File: src/rtl/transfer_unit_receive_fsm_defines.svh
// Assertion macros used by the receive core module.
`ifndef TRANSFER_UNIT_RECEIVE_FSM_DEFINES_SVH
`define TRANSFER_UNIT_RECEIVE_FSM_DEFINES_SVH

// Same-cycle implication, checked outside reset.
`define XFER_RX_ASSERT_IMPL(label, clk, rst_n, ante, cons) \
  label: assert property (@(posedge clk) disable iff (!(rst_n)) (ante) |-> (cons)) \
    else $error("xfer_rx: same-cycle check failed");

// Next-cycle implication, checked outside reset.
`define XFER_RX_ASSERT_NEXT(label, clk, rst_n, ante, cons) \
  label: assert property (@(posedge clk) disable iff (!(rst_n)) (ante) |=> (cons)) \
    else $error("xfer_rx: next-cycle check failed");

`endif

File: src/rtl/xfer_rx_pkg.sv
package xfer_rx_pkg;

  localparam logic [7:0] UnitSize  = 8'h1b;
  localparam logic [7:0] UnitData1 = 8'h1d;
  localparam logic [7:0] UnitData2 = 8'h1e;
  localparam logic [7:0] UnitData3 = 8'h1f;
  localparam logic [7:0] UnitDone  = 8'h15;

  localparam logic [23:0] ExpectedSizeReset = 24'd4096;

  typedef enum logic [2:0] {
    StOk              = 3'd0,
    StSizeMismatch    = 3'd1,
    StSizeUnexpected  = 3'd2,
    StDataUnexpected  = 3'd3,
    StDoneUnexpected  = 3'd4,
    StUnknown         = 3'd5,
    StOverflow        = 3'd6
  } status_e;

  typedef struct packed {
    logic [7:0] unit_type;
    logic [7:0] payload_first;
    logic [7:0] payload_second;
    logic [7:0] payload_third;
  } in_item_t;

  typedef struct packed {
    logic [2:0]  status;
    logic [1:0]  byte_count;
    logic [7:0]  data_first;
    logic [7:0]  data_second;
    logic [7:0]  data_third;
    logic [23:0] write_offset;
    logic        send_ack;
    logic        transfer_done;
  } out_item_t;

endpackage

File: src/rtl/xfer_rx_in_reg.sv
module xfer_rx_in_reg (
  input  logic                 clk_i,
  input  logic                 rst_ni,
  input  logic                 in_valid_i,
  output logic                 in_stall_o,
  input  xfer_rx_pkg::in_item_t in_data_i,
  input  logic                 advance_i,
  output logic                 valid_o,
  output xfer_rx_pkg::in_item_t data_o
);

  logic                  valid_q, valid_d;
  xfer_rx_pkg::in_item_t data_q;
  logic                  accept;

  // Hold only while the held unit cannot move on this cycle.
  assign in_stall_o = valid_q && !advance_i;
  assign accept     = in_valid_i && !in_stall_o;

  always_comb begin
    valid_d = valid_q;
    if (accept) begin
      valid_d = 1'b1;
    end else if (advance_i) begin
      valid_d = 1'b0;
    end
  end

  always_ff @(posedge clk_i or negedge rst_ni) begin
    if (!rst_ni) begin
      valid_q <= 1'b0;
    end else begin
      valid_q <= valid_d;
    end
  end

  always_ff @(posedge clk_i) begin
    if (accept) begin
      data_q <= in_data_i;
    end
  end

  assign valid_o = valid_q;
  assign data_o  = data_q;

endmodule

File: src/rtl/xfer_rx_core.sv
`include "transfer_unit_receive_fsm_defines.svh"

module xfer_rx_core (
  input  logic                   clk_i,
  input  logic                   rst_ni,
  input  logic                   cfg_valid_i,
  input  logic [23:0]            cfg_data_i,
  input  logic                   advance_i,
  input  xfer_rx_pkg::in_item_t  item_i,
  output xfer_rx_pkg::out_item_t result_o
);

  typedef enum logic [1:0] {
    PhWaitSize = 2'd0,
    PhRecv     = 2'd1,
    PhWaitEnd  = 2'd2
  } phase_e;

  phase_e      phase_q, phase_d;
  logic [23:0] count_q, count_d;
  logic [23:0] expected_q;

  logic [23:0] size_field;
  logic [1:0]  nbytes;
  logic [24:0] count_sum;
  logic        fits;
  logic        in_recv;
  logic        in_wait_end;

  assign size_field  = {item_i.payload_first, item_i.payload_second, item_i.payload_third};
  // Data type codes end in the byte count.
  assign nbytes      = item_i.unit_type[1:0];
  assign count_sum   = {1'b0, count_q} + {23'd0, nbytes};
  assign fits        = count_sum <= {1'b0, expected_q};
  assign in_recv     = (phase_q == PhRecv);
  assign in_wait_end = (phase_q == PhWaitEnd);

  always_comb begin
    phase_d  = phase_q;
    count_d  = count_q;
    result_o = '0;
    result_o.status = xfer_rx_pkg::StOk;
    case (item_i.unit_type) inside
      xfer_rx_pkg::UnitSize: begin
        if (in_recv || in_wait_end) begin
          result_o.status = xfer_rx_pkg::StSizeUnexpected;
        end else if (size_field == expected_q) begin
          phase_d = PhRecv;
          count_d = '0;
        end else begin
          result_o.status = xfer_rx_pkg::StSizeMismatch;
        end
      end
      xfer_rx_pkg::UnitData1, xfer_rx_pkg::UnitData2, xfer_rx_pkg::UnitData3: begin
        if (!in_recv) begin
          result_o.status = xfer_rx_pkg::StDataUnexpected;
        end else if (fits) begin
          result_o.byte_count   = nbytes;
          result_o.write_offset = count_q;
          result_o.data_first   = item_i.payload_first;
          result_o.data_second  = (nbytes >= 2'd2) ? item_i.payload_second : 8'd0;
          result_o.data_third   = (nbytes == 2'd3) ? item_i.payload_third : 8'd0;
          count_d = count_sum[23:0];
          if (count_sum[23:0] == expected_q) begin
            phase_d = PhWaitEnd;
            result_o.send_ack = 1'b1;
          end
        end else begin
          // Drop the transfer and wait for a new size unit.
          result_o.status = xfer_rx_pkg::StOverflow;
          phase_d = PhWaitSize;
          count_d = '0;
        end
      end
      xfer_rx_pkg::UnitDone: begin
        if (in_wait_end) begin
          result_o.transfer_done = 1'b1;
          result_o.send_ack      = 1'b1;
          phase_d = PhWaitSize;
        end else begin
          result_o.status = xfer_rx_pkg::StDoneUnexpected;
        end
      end
      default: begin
        result_o.status = xfer_rx_pkg::StUnknown;
      end
    endcase
  end

  always_ff @(posedge clk_i or negedge rst_ni) begin
    if (!rst_ni) begin
      phase_q    <= PhWaitSize;
      count_q    <= '0;
      expected_q <= xfer_rx_pkg::ExpectedSizeReset;
    end else begin
      if (advance_i) begin
        phase_q <= phase_d;
        count_q <= count_d;
      end
      if (cfg_valid_i) begin
        expected_q <= cfg_data_i;
      end
    end
  end

  `XFER_RX_ASSERT_IMPL(a_done_acks, clk_i, rst_ni,
      advance_i && result_o.transfer_done, result_o.send_ack)
  `XFER_RX_ASSERT_IMPL(a_err_no_bytes, clk_i, rst_ni,
      advance_i && (result_o.status != xfer_rx_pkg::StOk), result_o.byte_count == 2'd0)
  `XFER_RX_ASSERT_IMPL(a_no_bytes_no_offset, clk_i, rst_ni,
      advance_i && (result_o.byte_count == 2'd0), result_o.write_offset == 24'd0)
  `XFER_RX_ASSERT_NEXT(a_ack_to_wait_end, clk_i, rst_ni,
      advance_i && result_o.send_ack && !result_o.transfer_done, phase_q == PhWaitEnd)

endmodule

File: src/rtl/xfer_rx_out_reg.sv
module xfer_rx_out_reg (
  input  logic                   clk_i,
  input  logic                   rst_ni,
  input  logic                   load_i,
  input  xfer_rx_pkg::out_item_t result_i,
  output logic                   free_o,
  output logic                   out_valid_o,
  input  logic                   out_stall_i,
  output xfer_rx_pkg::out_item_t out_data_o
);

  logic                   valid_q, valid_d;
  xfer_rx_pkg::out_item_t data_q;

  // Free when empty or when the held result transfers this cycle.
  assign free_o = !valid_q || !out_stall_i;

  always_comb begin
    valid_d = valid_q;
    if (load_i) begin
      valid_d = 1'b1;
    end else if (!out_stall_i) begin
      valid_d = 1'b0;
    end
  end

  always_ff @(posedge clk_i or negedge rst_ni) begin
    if (!rst_ni) begin
      valid_q <= 1'b0;
    end else begin
      valid_q <= valid_d;
    end
  end

  always_ff @(posedge clk_i) begin
    if (load_i) begin
      data_q <= result_i;
    end
  end

  assign out_valid_o = valid_q;
  assign out_data_o  = data_q;

endmodule

File: src/rtl/transfer_unit_receive_fsm.sv
// Pipeline: input register, then result register; a unit moves on when the result register
// is free. Throughput: one unit per cycle while the output is not stalled.
// The phase/count update is a single 25-bit add and compare.
// Reset: asynchronous, active low; clears both valid flags, phase to wait-for-size,
// received count to 0 and expected size to 4096.
module transfer_unit_receive_fsm (
  input  logic                   clk_i,
  input  logic                   rst_ni,
  input  logic                   cfg_valid_i,
  output logic                   cfg_ready_o,
  input  logic [23:0]            cfg_data_i,
  input  logic                   in_valid_i,
  output logic                   in_stall_o,
  input  xfer_rx_pkg::in_item_t  in_data_i,
  output logic                   out_valid_o,
  input  logic                   out_stall_i,
  output xfer_rx_pkg::out_item_t out_data_o
);

  logic                   item_valid;
  xfer_rx_pkg::in_item_t  item;
  xfer_rx_pkg::out_item_t result;
  logic                   out_free;
  logic                   advance;

  assign cfg_ready_o = 1'b1;
  // Advance the held unit through the step logic into the result register.
  assign advance     = item_valid && out_free;

  xfer_rx_in_reg u_in_reg (
    .clk_i      (clk_i),
    .rst_ni     (rst_ni),
    .in_valid_i (in_valid_i),
    .in_stall_o (in_stall_o),
    .in_data_i  (in_data_i),
    .advance_i  (advance),
    .valid_o    (item_valid),
    .data_o     (item)
  );

  xfer_rx_core u_core (
    .clk_i       (clk_i),
    .rst_ni      (rst_ni),
    .cfg_valid_i (cfg_valid_i),
    .cfg_data_i  (cfg_data_i),
    .advance_i   (advance),
    .item_i      (item),
    .result_o    (result)
  );

  xfer_rx_out_reg u_out_reg (
    .clk_i       (clk_i),
    .rst_ni      (rst_ni),
    .load_i      (advance),
    .result_i    (result),
    .free_o      (out_free),
    .out_valid_o (out_valid_o),
    .out_stall_i (out_stall_i),
    .out_data_o  (out_data_o)
  );

endmodule

File: config.mk
export PLATFORM = sky130hd
export DESIGN_NAME = transfer_unit_receive_fsm
export DESIGN_NICKNAME = d
export VERILOG_FILES = /design/src/rtl/xfer_rx_pkg.sv /design/src/rtl/xfer_rx_in_reg.sv /design/src/rtl/xfer_rx_core.sv /design/src/rtl/xfer_rx_out_reg.sv /design/src/rtl/transfer_unit_receive_fsm.sv
export VERILOG_INCLUDE_DIRS = /design/src /design/src/rtl
export SDC_FILE = /design/constraint.sdc
export NUM_CORES = 1
export LEC_CHECK = 0
export ABC_AREA = 1
export BUFFER_PORTS_ARGS = -buffer_cell sky130_fd_sc_hd__buf_4
export CAP_MARGIN = 20
export CORE_MARGIN = 1.5
export CORE_UTILIZATION = 45
export CTS_BUF_LIST = sky130_fd_sc_hd__clkbuf_2
export CTS_CLUSTER_DIAMETER = 120
export DETAILED_ROUTE_END_ITERATION = 16
export GPL_TIMING_DRIVEN = 0
export PLACE_DENSITY = 0.66
export SLEW_MARGIN = 0
export SYNTH_ARGS = -nofsm -noshare
export SYNTH_HDL_FRONTEND = slang
export SYNTH_HIERARCHICAL = 1
export SYNTH_SLANG_ARGS = --single-unit
File: constraint.sdc
create_clock -name clk_i -period 4.4 [get_ports clk_i]
set_clock_uncertainty 0.15 [all_clocks]
set_input_delay 0.66 -clock clk_i [delete_from_list [all_inputs] [get_ports clk_i]]
set_output_delay 0.66 -clock clk_i [all_outputs]
set_load 0.03 [all_outputs]
== Word level (Yosys, flattened, before mapping) ==
Cells that the tools add are included.
Cells by class
  divide/modulo/power cells: 0
  add/sub/neg operators: 1
  shifts and indexed selects: 0
  $lt $le $gt $ge: 2
  multiply operators: 0
  bitwise logic cells: 6
  eq/ne operators: 15
  mux-type cells: 33
  reductions and logical operators: 21
Operators with widths (count)
  24-bit 2-to-1 mux: 6
  24-bit == test: 2
  8-bit by 5-bit == test with 1-bit output (second input constant): 5
  24-bit by 2-bit adder with 25-bit output: 1
  25-bit by 24-bit less-or-equal comparator with 1-bit output: 1
  2-bit 2-to-1 mux: 11
  3-bit 2-to-1 mux: 6
  5-bit OR reduction: 3
  1-bit 2-to-1 mux: 10
  7-bit AND reduction: 1
  1-bit inverter: 6
  2-bit nonzero test: 3
  3-bit nonzero test: 2
  5-bit AND reduction: 1
  2-bit == test (second input constant): 2
  1-bit logical NOT: 4
  2-bit != test (second input constant): 2
  4-bit != test (second input constant): 1
  4-bit OR reduction: 1
  1-bit logical AND: 3
  3-bit by 1-bit != test with 1-bit output (second input constant): 1
  3-bit OR reduction: 1
  2-bit by 1-bit == test with 1-bit output (second input constant): 1
  2-bit greater-or-equal comparator (second input constant): 1
  2 further kinds: 3
Word-level totals
  RAM bits: 0
  input bits: 61
  output and inout bits: 58
  word-level logic and storage cells: 95
  flip-flop bits (word level): 139
  memories: 0
  ROM bits: 0
  bits in latches: 0

== Logic depth before layout (Yosys ltp) ==
Gate-level depths: netlist (run 1).
  depth after elaboration: 8
  depth in mapped cells: 21
  depth with buffers taken out: 21

== Hierarchy ==
Netlist (run 1), hierarchy kept.
Modules (own cells, without submodules)
  xfer_rx_core: area an instance 4260.3 um^2, seq. area each 1252.5 um^2, cells each 593, times used 1
  xfer_rx_out_reg: area an instance 1692.9 um^2, seq. area each 1676.6 um^2, cells each 59, times used 1
  xfer_rx_in_reg: area an instance 1018.5 um^2, seq. area each 985.9 um^2, cells each 39, times used 1
  transfer_unit_receive_fsm: area an instance 18.8 um^2, seq. area each 0.0 um^2, cells each 4, times used 1

== Least setup slack after synthesis (run 1) ==
OpenSTA, ideal clock, no wires.
  kind: in2reg
  start point: in out_stall_i
  end point: reg u_in_reg.data_q (netlist bit u_in_reg/data_o[0]) (enable)
  stages on the path: 5
  setup slack: 0.834 ns
  data required time: 3.850 ns
  data arrival time: 3.016 ns
  setup time: 0.400 ns
  cells stage by stage: nand2_2 -> nand2_1 -> inv_1 -> inv_2 -> a21oi_2
Between the ends
  longest elaborated chain between the ends: 7
RTL lines
  start: declaration: RTL line transfer_unit_receive_fsm.sv:16  | input logic out_stall_i,
  1-bit logical NOT: RTL line xfer_rx_out_reg.sv:16  | assign free_o = !valid_q || !out_stall_i;
  1-bit logical OR: RTL line xfer_rx_out_reg.sv:16
  1-bit logical AND: RTL line transfer_unit_receive_fsm.sv:28  | assign advance = item_valid && out_free;
  net advance: RTL line transfer_unit_receive_fsm.sv:24  | logic advance;
  1-bit logical NOT: RTL line xfer_rx_in_reg.sv:17  | assign in_stall_o = valid_q && !advance_i;
  1-bit logical AND: RTL line xfer_rx_in_reg.sv:17
  1-bit logical NOT: RTL line xfer_rx_in_reg.sv:18  | assign accept = in_valid_i && !in_stall_o;
  1-bit logical AND: RTL line xfer_rx_in_reg.sv:18
  net u_in_reg.accept: RTL line xfer_rx_in_reg.sv:14  | logic accept;
  end signal: assignment: RTL line xfer_rx_in_reg.sv:39  | data_q <= in_data_i;
  end: declaration: RTL line xfer_rx_in_reg.sv:13  | xfer_rx_pkg::in_item_t data_q;
The timed path passes the listed nets, and every way through them passes these cells.
A chain may end at the register's enable or synchronous reset.

== Worst setup path after layout (run 1) ==
  start point: reg u_in_reg.data_q (netlist bit u_in_reg/data_o[25])
  end point: reg u_out_reg.data_q (netlist bit u_out_reg/out_data_o[24]) (data pin)
Between the ends
  longest elaborated chain between the ends: 4
  elaborated cells on any way between the ends: 10
  those cells by class: add/sub (1); order compare (1); eq/ne (4); bitwise (2); reduce/logical (2)
RTL lines
  24-bit by 2-bit adder with 25-bit output or 8-bit by 5-bit == test with 1-bit output (tied branches)
  25-bit by 24-bit less-or-equal comparator with 1-bit output or 3-bit OR reduction (tied branches): RTL line xfer_rx_core.sv:34, xfer_rx_core.sv:43
  1-bit inverter (no line)
  4-bit OR reduction (no line) *
  end signal: assignment: RTL line xfer_rx_out_reg.sv:37  | data_q <= result_i;
  end: declaration: RTL line xfer_rx_out_reg.sv:13  | xfer_rx_pkg::out_item_t data_q;
Mark *: on every way between the ends. The rest lies on a longest branch, timed or not.

==> impl_metrics.yaml, run 1 <==
cells_and_area:
  n_fill_cell: 1292
  area_delta_synth_final_pct: 29.3
  nNetsFinal: 982
  n_antenna_cell: 0
  final_cell_mix: "nand2_1 (141), buf_4 (120), edfxtp_1 (87), inv_1 (76), nor2_1 (66)"
  drive_gt1_share_pct: 23.0
  fin_cells: 1092
  layout_commonest_cell: "nand2_1"
timing:
  max_freq_mhz: 249
  relSlewSlack_pct: 46.0
  rsz0062_at_grt: "no"
  finalSetupTns_ps: 0
  finalHoldViolations: 0
  final-setup-viol-count: 0
  tightestPinTransition_ps: 807
  slew_violations: 0
  post-route-period-util_pct: 91.1
  fin_crit_ps: 4010
clock_tree:
  cts_root_buffer: "clkbuf_2"
  postCtsSetupRepairBufs: 0
  clock-sinks: 139
  clockBufferDepth: 2
  clkTransAtPathRegs_ps: 210
  cts_made_buffers: 17
  tritoncts: "done"
  insertion_delay_ps: 740
  cts-htree-levels: 4
die:
  die_h_um: 128
  io_pins: 119
  rows: 45
  dieArea_um2: 16300
  core_area_um2: 15200
  start_util_pct: 46.0
  die_x_um: 128
worst_setup_path:
  cp_max_fo: 10
  critical_path_class: "reg2reg"
  arrival_ps: 4430
  worstPathRequired_ps: 4830
  critical_path.endpoint_type: "flop"
  crit_path_start_kind: "flop"
drt:
  drt_pass1_iterations: 4
  wl_um: 17400
  num_vias: 5481
  ant_nets: 0
  wl_per_cell_um: 15.9
  viasPerCell: 5.02
  first_iter_violations: 405
  drc: 0
grt:
  antenna_found_initial: 0
  first_global_vias: 5590
  grt_max_degree: 53
  grt.overflow.total: 0
  grt_pass1_wl_um: 27500
  grt_usage_pct: 22.3
synthesis:
  yosysUniqueCellTypes: 47
  seq_area_frac_synth_pct: 56.0
  ys_async_sr_fraction_pct: 37.4
  synth_ff_type: "edfxtp_1"
  synth_warnings: 6
  synth-edff-count: 87
  ys_ff_latch: 139
  synthCells: 695
  avgSynthCellArea_um2: 10.1
  netlist_area_um2: 6990
  syn_nets: 786
power:
  total_power_mw: 2.92
  p_per_area_nw_per_um2: 323
  irDropWorstVdd_v: 0.000284
  p_leak_nw: 3.94
hold_path:
  hp-class: "in2reg"
placed_design:
  dpl.hpwl_um: 12300
  portBuffers: 116
  dpl.cell_count: 1001
  place_congestion: 0.838
flow_run:
  maxCapViolCount: 0
run_status:
  status: "complete, no violations"
[logic make-up (layout without fill, tap and decap cells)]
| group | after synthesis | in the layout | share of synthesized area, % |
|---|---|---|---|
| xor gates and xnor gates | 40 | 40 | 5.01 |
| DFF | 139 | 139 | 56.0 |
| buffers and inverters | 102 | 311 | 6.10 |
| other | 1 | 1 | 0.0536 |
| AOI/OAI and AO/OA | 71 | 71 | 5.53 |
| adders and majority gates | 30 | 30 | 5.48 |
| muxes | 1 | 1 | 0.161 |
| and+or+nand+nor | 311 | 311 | 21.7 |
[synthesized netlist by cell type, types with 12 or more instances]
master / count / area share (%)
ha_1: 29 / 5.2
nand3_2: 12 / 1.7
xnor2_1: 16 / 2.0
a21oi_1: 13 / 0.93
nor3_1: 15 / 1.1
inv_1: 77 / 4.1
o21ai_0: 27 / 1.9
edfxtp_1: 87 / 37
nor2_1: 66 / 3.5
xor2_1: 24 / 3.0
nand2_1: 141 / 7.6
nand3_1: 33 / 2.4
o21ai_1: 21 / 1.5
dfrtp_1: 51 / 18
[worst max-delay path, cell delays in order, from the launching register on]
cell and delay [ps]:
edfxtp_1 550, ha_1 340, a21oi_1 90, nor2_1 130, nand3_1 280, nor2_1 270, nand3_1 140, xor2_1 200
ha_1 290, nand2_1 60, nor2_2 150, and2_1 150, nand2_1 80, nor3_2 220, nand3_2 180, nand2_8 180
inv_2 110, buf_4 190, nor2_1 110
[per-stage QoR]
stage,area (um^2),utilization [%],hold slack [ps],worst slack [ps]
floorplan,6990,-,214,834
global placement,8100,53.3,327,-140
detailed placement,8150,53.6,332,239
CTS,9020,59.3,112,172
global route,9040,59.4,136,89.2
finish,9040,59.4,173,392
[path summary, 6_finish.rpt]
check,from,end,slack [ps],cells after the start
min,cfg_valid_i,u_core/expected_q[13]$_DFFE_PN0P_,170,2
min in group asynchronous,rst_ni,u_in_reg/valid_o$_DFFE_PN0P_,340,2
min reg2reg,u_out_reg/out_valid_o$_DFFE_PN0P_,u_out_reg/out_valid_o$_DFFE_PN0P_,370,2
max,u_in_reg/data_o[25]$_DFFE_PP_,u_out_reg/out_data_o[24]$_DFFE_PP_,390,18
max reg2reg,u_in_reg/data_o[25]$_DFFE_PP_,u_out_reg/out_data_o[24]$_DFFE_PP_,390,18
max in group asynchronous,rst_ni,u_core/phase_q[0]$_DFFE_PN0P_,3250,2
[registers in the layout, indices dropped and copies added, names as in the netlist]
register	count
u_core/expected_q	24
u_out_reg/out_valid_o	1
u_in_reg/valid_o	1
u_in_reg/data_o	32
u_core/phase_q	2
u_core/count_q	24
u_out_reg/out_data_o	55
[layout make-up]
type	count	area (um^2)	share of cell area, %
well taps	188	235	2.60
inverters	80	300	3.32
flip-flops and latches	139	3920	43.3
clock inverters	11	171	1.90
repair buffers	177	1510	16.7
plain buffers	22	126	1.40
multi-input cells	454	2680	29.6
clock buffers	21	105	1.16
[where the power goes]
part	internal, mW	total, mW	leakage (nW)	switching, mW
clock network	0.382	0.853	0.154	0.471
logic	0.209	0.507	2.25	0.298
registers	1.51	1.56	1.53	0.0518
total	2.10	2.92	3.94	0.822
[routing by layer]
metal	up-vias	track usage (%)	part of all wire, %	wire, um
met2	165	39.3	51	8860
met4	0	7.67	1.9	329
li1	2689	-	-	-
met5	-	0	0	0
met3	23	4.52	5.3	920
met1	2604	27.2	42	7240
[what timing repair did]
action,4_1_cts,5_1_grt
setup endpoints to repair,0,66
hold endpoints to repair,109,0
hold buffers,59,0
resized for setup,0,3
No activity file was read; power rests on OpenSTA's default activity.
==> run 2: changes to the inputs <==
--- a/config.mk
+++ b/config.mk
@@ -6,7 +6,6 @@
 export SDC_FILE = /design/constraint.sdc
 export NUM_CORES = 1
 export LEC_CHECK = 0
-export ABC_AREA = 1
 export BUFFER_PORTS_ARGS = -buffer_cell sky130_fd_sc_hd__buf_4
 export CAP_MARGIN = 20
 export CORE_MARGIN = 1.5
==> run 2 against run 1 <==
  * Clock-buffer cell count is 4 lower
  * Die area is 0.17% lower
  * Register-to-register slack worse by 230 ps
  * Worst hold slack better by 17 ps
  * Sequential power hardly changed
  * Maximum frequency is 5.4% lower
  * Routed wire length is 1.8% higher
  * Synthesized cell count is 16% lower
  * Sequential cell count stayed put
  * Via count is 2.1% lower
  * Critical endpoint is now u_out_reg/out_data_o[29]$_DFFE_PP_
  * Largest power group unchanged
==> impl_metrics.yaml, run 2 <==
worst_setup_path:
  crit_buf_inv: 1
  crit_family: "simple AND/OR/NAND/NOR gates"
  crit_path_start_kind: "flop"
  cp_max_fo: 8
  critical_path_class: "reg2reg"
  crit_chain: "ha_1 > a21o_1 > nand3_2 > nor4b_4 > buf_4 > xor2_1 > ha_1 > nand4_1 > nor4_4 > o311ai_4 > nand3_2 > o22a_2 > and4bb_2 > and2_1"
  slowest_delay_ps: 520
  arrival_ps: 4570
  worstPathRequired_ps: 4730
  critical_path.endpoint_type: "flop"
  slowest_stage: "edfxtp_1"
power:
  power.internal_mw: 1.93
  p_sw_share_pct: 31.0
  p_per_area_nw_per_um2: 309
  irDropWorstVdd_v: 0.000249
  p_switching_mw: 0.867
  power_frac_clock_pct: 25.6
  pwr-share-comb_pct: 18.3
  p_leak_nw: 4.11
  seqPwrFrac_pct: 56.1
grt:
  grt_max_degree: 53
  first_global_vias: 5348
  antenna_found_initial: 0
  grt.overflow.total: 0
  grt_pass1_wl_um: 27700
  grt_usage_pct: 22.4
drt:
  wl_per_cell_um: 17.9
  wl_um: 17700
  num_vias: 5365
  ant_nets: 0
  drc: 0
  drt_pass1_iterations: 5
  first_iter_violations: 483
  viasPerCell: 5.44
synthesis:
  avgSynthCellArea_um2: 12.0
  netlist_area_um2: 6980
  ys_ff_latch: 139
  synthTopCellsByArea: "edfxtp_1 (37%), dfrtp_1 (18%), ha_1 (5.2%)"
  ys_async_sr_fraction_pct: 37.4
  synth_area_leader_cell: "edfxtp_1"
  synthCells: 582
  synth-edff-count: 87
  synth_ff_type: "edfxtp_1"
  synth_most_common_cell: "edfxtp_1"
  syn_nets: 673
  synth_common_cells: "edfxtp_1 (87), and3_1 (57), nand2_1 (53), dfrtp_1 (51), inv_1 (30)"
  synth_warnings: 6
  yosysUniqueCellTypes: 61
  seq_area_frac_synth_pct: 56.1
  synth_top_area_share_pct: 37.4
clock_tree:
  clock-sinks: 139
  insertion_delay_ps: 710
  clockBufferDepth: 2
  tritoncts: "done"
  cts_made_buffers: 17
  cts_root_buffer: "clkbuf_2"
  clkTransAtPathRegs_ps: 230
  cts-htree-levels: 4
die:
  start_util_pct: 46.1
  io_pins: 119
  core_area_um2: 15100
  rows: 45
  dieArea_um2: 16300
  die_h_um: 128
  die_x_um: 128
cells_and_area:
  drive_gt1_share_pct: 26.9
  area_delta_synth_final_pct: 29.7
  largest_reg_flops: 55
  n_fill_cell: 1247
  n_antenna_cell: 0
  layout_commonest_cell: "buf_4"
  final_cell_mix: "buf_4 (126), edfxtp_1 (87), dlygate4sd3_1 (59), and3_1 (56), nand2_1 (52)"
  fin_cells: 987
  nNetsFinal: 877
timing:
  finalSetupTns_ps: 0
  slew_violations: 0
  relSlewSlack_pct: 52.8
  finalHoldViolations: 0
  post-route-period-util_pct: 96.3
  final-setup-viol-count: 0
  max_freq_mhz: 236
  tightestPinTransition_ps: 709
  fin_crit_ps: 4240
placed_design:
  dpl.hpwl_um: 12500
  portBuffers: 116
  place_congestion: 0.868
  dpl.cell_count: 887
run_status:
  status: "complete, no violations"
flow_run:
  maxCapViolCount: 0
hold_path:
  hp-class: "in2reg"
run 2: cell count changes after synthesis, sizes merged, moves of 6 or more:
| cell | previous run | this run |
|---|---|---|
| inv | 80 | 30 |
| and2 | 1 | 20 |
| nor2 | 70 | 11 |
| o21ai | 49 | 31 |
| nor3 | 25 | 5 |
| and3 | 0 | 57 |
| a22oi | 0 | 16 |
| nand3 | 46 | 19 |
| nor4 | 2 | 8 |
| o31ai | 0 | 16 |
| nand2 | 148 | 53 |
| clkbuf | 9 | 16 |
run 2: metrics by stage:
| stage | utilization (%) | worst slack (ps) | total power, mW | hold WS (ps) | area [um^2] |
|---|---|---|---|---|---|
| after global placement | 53.4 | -250 | 2.04 | 343 | 8080 |
| after detailed placement | 53.5 | -160 | 2.06 | 345 | 8110 |
| final | 59.8 | 161 | 2.80 | 191 | 9050 |
| after floorplan | - | 443 | 1.85 | 214 | 6980 |
| after global routing | 59.8 | -15.5 | 2.92 | 124 | 9050 |
| after CTS | 59.2 | 10.4 | 2.81 | 106 | 8970 |
run 2: kinds of logic after synthesis:
group	after synthesis	synth area share, %
mux	1	0.161
fa+ha+maj	30	5.49
compound gates	100	10.9
buf+inv	61	3.89
xor+xnor	46	5.77
flops	139	56.1
other cells	1	0.0537
simple gates	204	17.6
run 2: routing by layer:
layer / share of wire, % / vias to the layer above / track usage [%]
li1: - / 2547 / -
met1: 42 / 2614 / 28.0
met2: 51 / 181 / 38.9
met3: 5.5 / 23 / 4.73
met4: 1.9 / 0 / 7.49
met5: 0 / - / 0
run 2: power groups by stage:
stage | registers (mW) | clock network (mW) | logic, mW
after floorplan | 1.70 | 0 | 0.151
after global placement | 1.60 | 0 | 0.445
after detailed placement | 1.60 | 0 | 0.461
after CTS | 1.57 | 0.731 | 0.510
after global routing | 1.58 | 0.787 | 0.549
final | 1.57 | 0.716 | 0.511
run 2: repair_timing:
| item | CTS | global route |
|---|---|---|
| hold buffers | 59 | 0 |
| buffers inserted | 5 | 4 |
| resized for setup | 4 | 15 |
| endpoints found under the hold margin | 109 | 0 |
| setup endpoints to repair | 56 | 67 |
| pin swaps | 2 | 6 |
run 2: cell type report:
| cell class | count | area (um^2) | area share [%] |
|---|---|---|---|
| Sequential cell | 139 | 3920 | 43.3 |
| Multi-Input combinational cell | 382 | 2840 | 31.4 |
| Timing Repair Buffer | 185 | 1560 | 17.3 |
| Tap cell | 188 | 235 | 2.60 |
| Buffer | 31 | 163 | 1.80 |
| Clock inverter | 15 | 139 | 1.53 |
| Inverter | 30 | 113 | 1.24 |
| Clock buffer | 17 | 85.1 | 0.940 |
run 2: worst paths after layout:
kind / from / end / slack, ps / cells past startpoint
max: u_in_reg/data_o[25]$_DFFE_PP_ / u_out_reg/out_data_o[29]$_DFFE_PP_ / 160 / 14
min: cfg_valid_i / u_core/expected_q[7]$_DFFE_PN0P_ / 190 / 2
max reg2reg: u_in_reg/data_o[25]$_DFFE_PP_ / u_out_reg/out_data_o[29]$_DFFE_PP_ / 160 / 14
min reg2reg: u_out_reg/out_valid_o$_DFFE_PN0P_ / u_out_reg/out_valid_o$_DFFE_PN0P_ / 390 / 1
max in group asynchronous: rst_ni / u_core/expected_q[6]$_DFFE_PN0P_ / 3260 / 2
min in group asynchronous: rst_ni / u_core/count_q[3]$_DFFE_PN0P_ / 360 / 2
==> run 3: changes to the inputs <==
--- a/config.mk
+++ b/config.mk
@@ -8,14 +8,16 @@
 export LEC_CHECK = 0
 export BUFFER_PORTS_ARGS = -buffer_cell sky130_fd_sc_hd__buf_4
 export CAP_MARGIN = 20
+export CELL_PAD_IN_SITES_DETAIL_PLACEMENT = 0
+export CELL_PAD_IN_SITES_GLOBAL_PLACEMENT = 1
 export CORE_MARGIN = 1.5
 export CORE_UTILIZATION = 45
 export CTS_BUF_LIST = sky130_fd_sc_hd__clkbuf_2
 export CTS_CLUSTER_DIAMETER = 120
 export DETAILED_ROUTE_END_ITERATION = 16
 export GPL_TIMING_DRIVEN = 0
-export PLACE_DENSITY = 0.66
-export SLEW_MARGIN = 0
+export PLACE_DENSITY_LB_ADDON = 0.1
+export SLEW_MARGIN = 20
 export SYNTH_ARGS = -nofsm -noshare
 export SYNTH_HDL_FRONTEND = slang
 export SYNTH_HIERARCHICAL = 1
==> run 3 against run 2 <==
  * Clock-buffer cell count is 1 higher
  * Non-clock buffer count is 6 higher
  * Combinational power hardly changed
  * Design area is 0.86% higher
  * Largest power group unchanged
  * Maximum frequency hardly changed
  * Register-to-register slack hardly changed
  * Global-route usage is 0.42 points higher
  * Worst hold slack worse by 0.74 ps
  * Final cell count is 0.71% higher
  * Via count is 0.89% lower
==> impl_metrics.yaml, run 3 (synthesis gave the netlist of run 2 again) <==
timing:
  finalHoldViolations: 0
  max_freq_mhz: 236
  relSlewSlack_pct: 49.9
  final-setup-viol-count: 0
  fin_crit_ps: 4240
  post-route-period-util_pct: 96.3
  tightestPinTransition_ps: 751
  slew_violations: 0
  hold_slack_ps: 190
power:
  irDropWorstVdd_v: 0.000269
  total_power_mw: 2.86
  p_leak_nw: 4.13
  p_per_area_nw_per_um2: 313
cells_and_area:
  multi_input_area_um2: 2860
  nNetsFinal: 883
  largest_reg_flops: 55
  area_delta_synth_final_pct: 30.8
  n_fill_cell: 1285
  layout_commonest_cell: "buf_4"
  seq_area_um2: 3920
  final_cell_mix: "buf_4 (133), edfxtp_1 (87), dlygate4sd3_1 (59), and3_1 (55), nand2_1 (53)"
  drive_gt1_share_pct: 27.0
  fin_area_um2: 9130
  fin_cells: 994
clock_tree:
  cts_root_buffer: "clkbuf_2"
  clockBufferDepth: 2
  insertion_delay_ps: 700
  cts-htree-levels: 4
  cts_made_buffers: 17
  clock-sinks: 139
  clkTransAtPathRegs_ps: 220
  tritoncts: "done"
die:
  core_area_um2: 15100
  rows: 45
  die_h_um: 128
  start_util_pct: 46.1
  die_x_um: 128
  io_pins: 119
  dieArea_um2: 16300
placed_design:
  dpl.cell_count: 887
  dpl.hpwl_um: 12500
  portBuffers: 116
  place_congestion: 0.873
  place_area_um2: 8110
worst_setup_path:
  critical_path_class: "reg2reg"
  worstPathRequired_ps: 4700
  crit_path_start_kind: "flop"
  cp_max_fo: 9
  arrival_ps: 4540
  critical_path.endpoint_type: "flop"
drt:
  viasPerCell: 5.35
  ant_nets: 0
  wl_per_cell_um: 18.0
  num_vias: 5317
  drt_pass1_iterations: 5
  drc: 0
  first_iter_violations: 337
  wl_um: 17900
hold_path:
  hp-class: "in2reg"
grt:
  antenna_found_initial: 1
  grt.overflow.total: 0
  first_global_vias: 5295
  grt_pass1_wl_um: 27900
  grt_usage_pct: 22.9
  grt_max_degree: 53
run_status:
  status: "complete, no violations"
flow_run:
  maxCapViolCount: 0
run 3: cell types whose count changed in the layout (fill, tap and decap cells not counted), sizes merged:
cell and delta:
buf +5, inv -5, bufinv +2, clkbuf +2
clkinv +1, clkinvlp +1, diode +1
run 3: layout make-up:
type	instances	area share (%)
well taps	188	2.58
flip-flops and latches	139	42.9
clock inverters	14	1.70
clock buffers	18	0.987
inverters	30	1.23
repair buffers	191	17.5
plain buffers	31	1.77
diodes	1	0.0274
multi-input cells	382	31.4
run 3: path summary, 6_finish.rpt:
kind	start	endpoint	slack [ps]	depth (start not counted)
worst max-delay path	u_in_reg/data_o[25]$_DFFE_PP_	u_out_reg/out_data_o[34]$_DFFE_PP_	160	17
worst min-delay path	cfg_valid_i	u_core/expected_q[6]$_DFFE_PN0P_	190	2
worst max register to register	u_in_reg/data_o[25]$_DFFE_PP_	u_out_reg/out_data_o[34]$_DFFE_PP_	160	17
worst min register to register	u_out_reg/out_valid_o$_DFFE_PN0P_	u_out_reg/out_valid_o$_DFFE_PN0P_	400	1
max in group asynchronous	rst_ni	u_core/expected_q[18]$_DFFE_PN0P_	3200	2
min in group asynchronous	rst_ni	u_core/count_q[6]$_DFFE_PN0P_	380	2
run 3: routing by layer:
| metal | GRT usage (%) | wire [um] |
|---|---|---|
| met1 | 29.7 | 7890 |
| met2 | 38.7 | 9020 |
| met3 | 4.73 | 729 |
| met4 | 6.82 | 289 |
| met5 | 0 | 0 |
run 3: per-stage QoR:
step	utilization [%]	TNS, ps	setup slack (ps)
global placement	53.4	-9300	-336
finish	60.3	0	164
floorplan	-	0	443
CTS	59.2	0	38.1
global route	60.3	-20.1	-18.3
detailed placement	53.5	-6770	-259
run 3: power breakdown:
group	switching (mW)	leakage (nW)	total (mW)	internal, mW
clock network	0.470	0.138	0.780	0.310
logic	0.309	2.46	0.512	0.204
registers	0.0552	1.53	1.57	1.51
total	0.834	4.13	2.86	2.03
run 3: worst max-delay path, stage by stage (launching register included):
cell and delay (ps):
edfxtp_1 550, ha_1 330, a21o_1 180, nand3_4 120
nor2_4 200, buf_4 160, nand3_2 110, xnor2_1 150
ha_1 290, nand4_1 230, nor4_4 440, o311ai_4 160
nand3_2 140, o22ai_4 80, buf_4 170, and3_1 160
clkbuf_4 190, and2_1 180
run 3: repair_timing:
| action | 4_1_cts | 5_1_grt |
|---|---|---|
| endpoints found under the setup margin | 59 | 68 |
| hold buffers | 56 | 3 |
| hold endpoints to repair | 106 | 3 |
| buffers inserted | 4 | 11 |
| resized for setup | 5 | 11 |
| pin swaps | 3 | 12 |
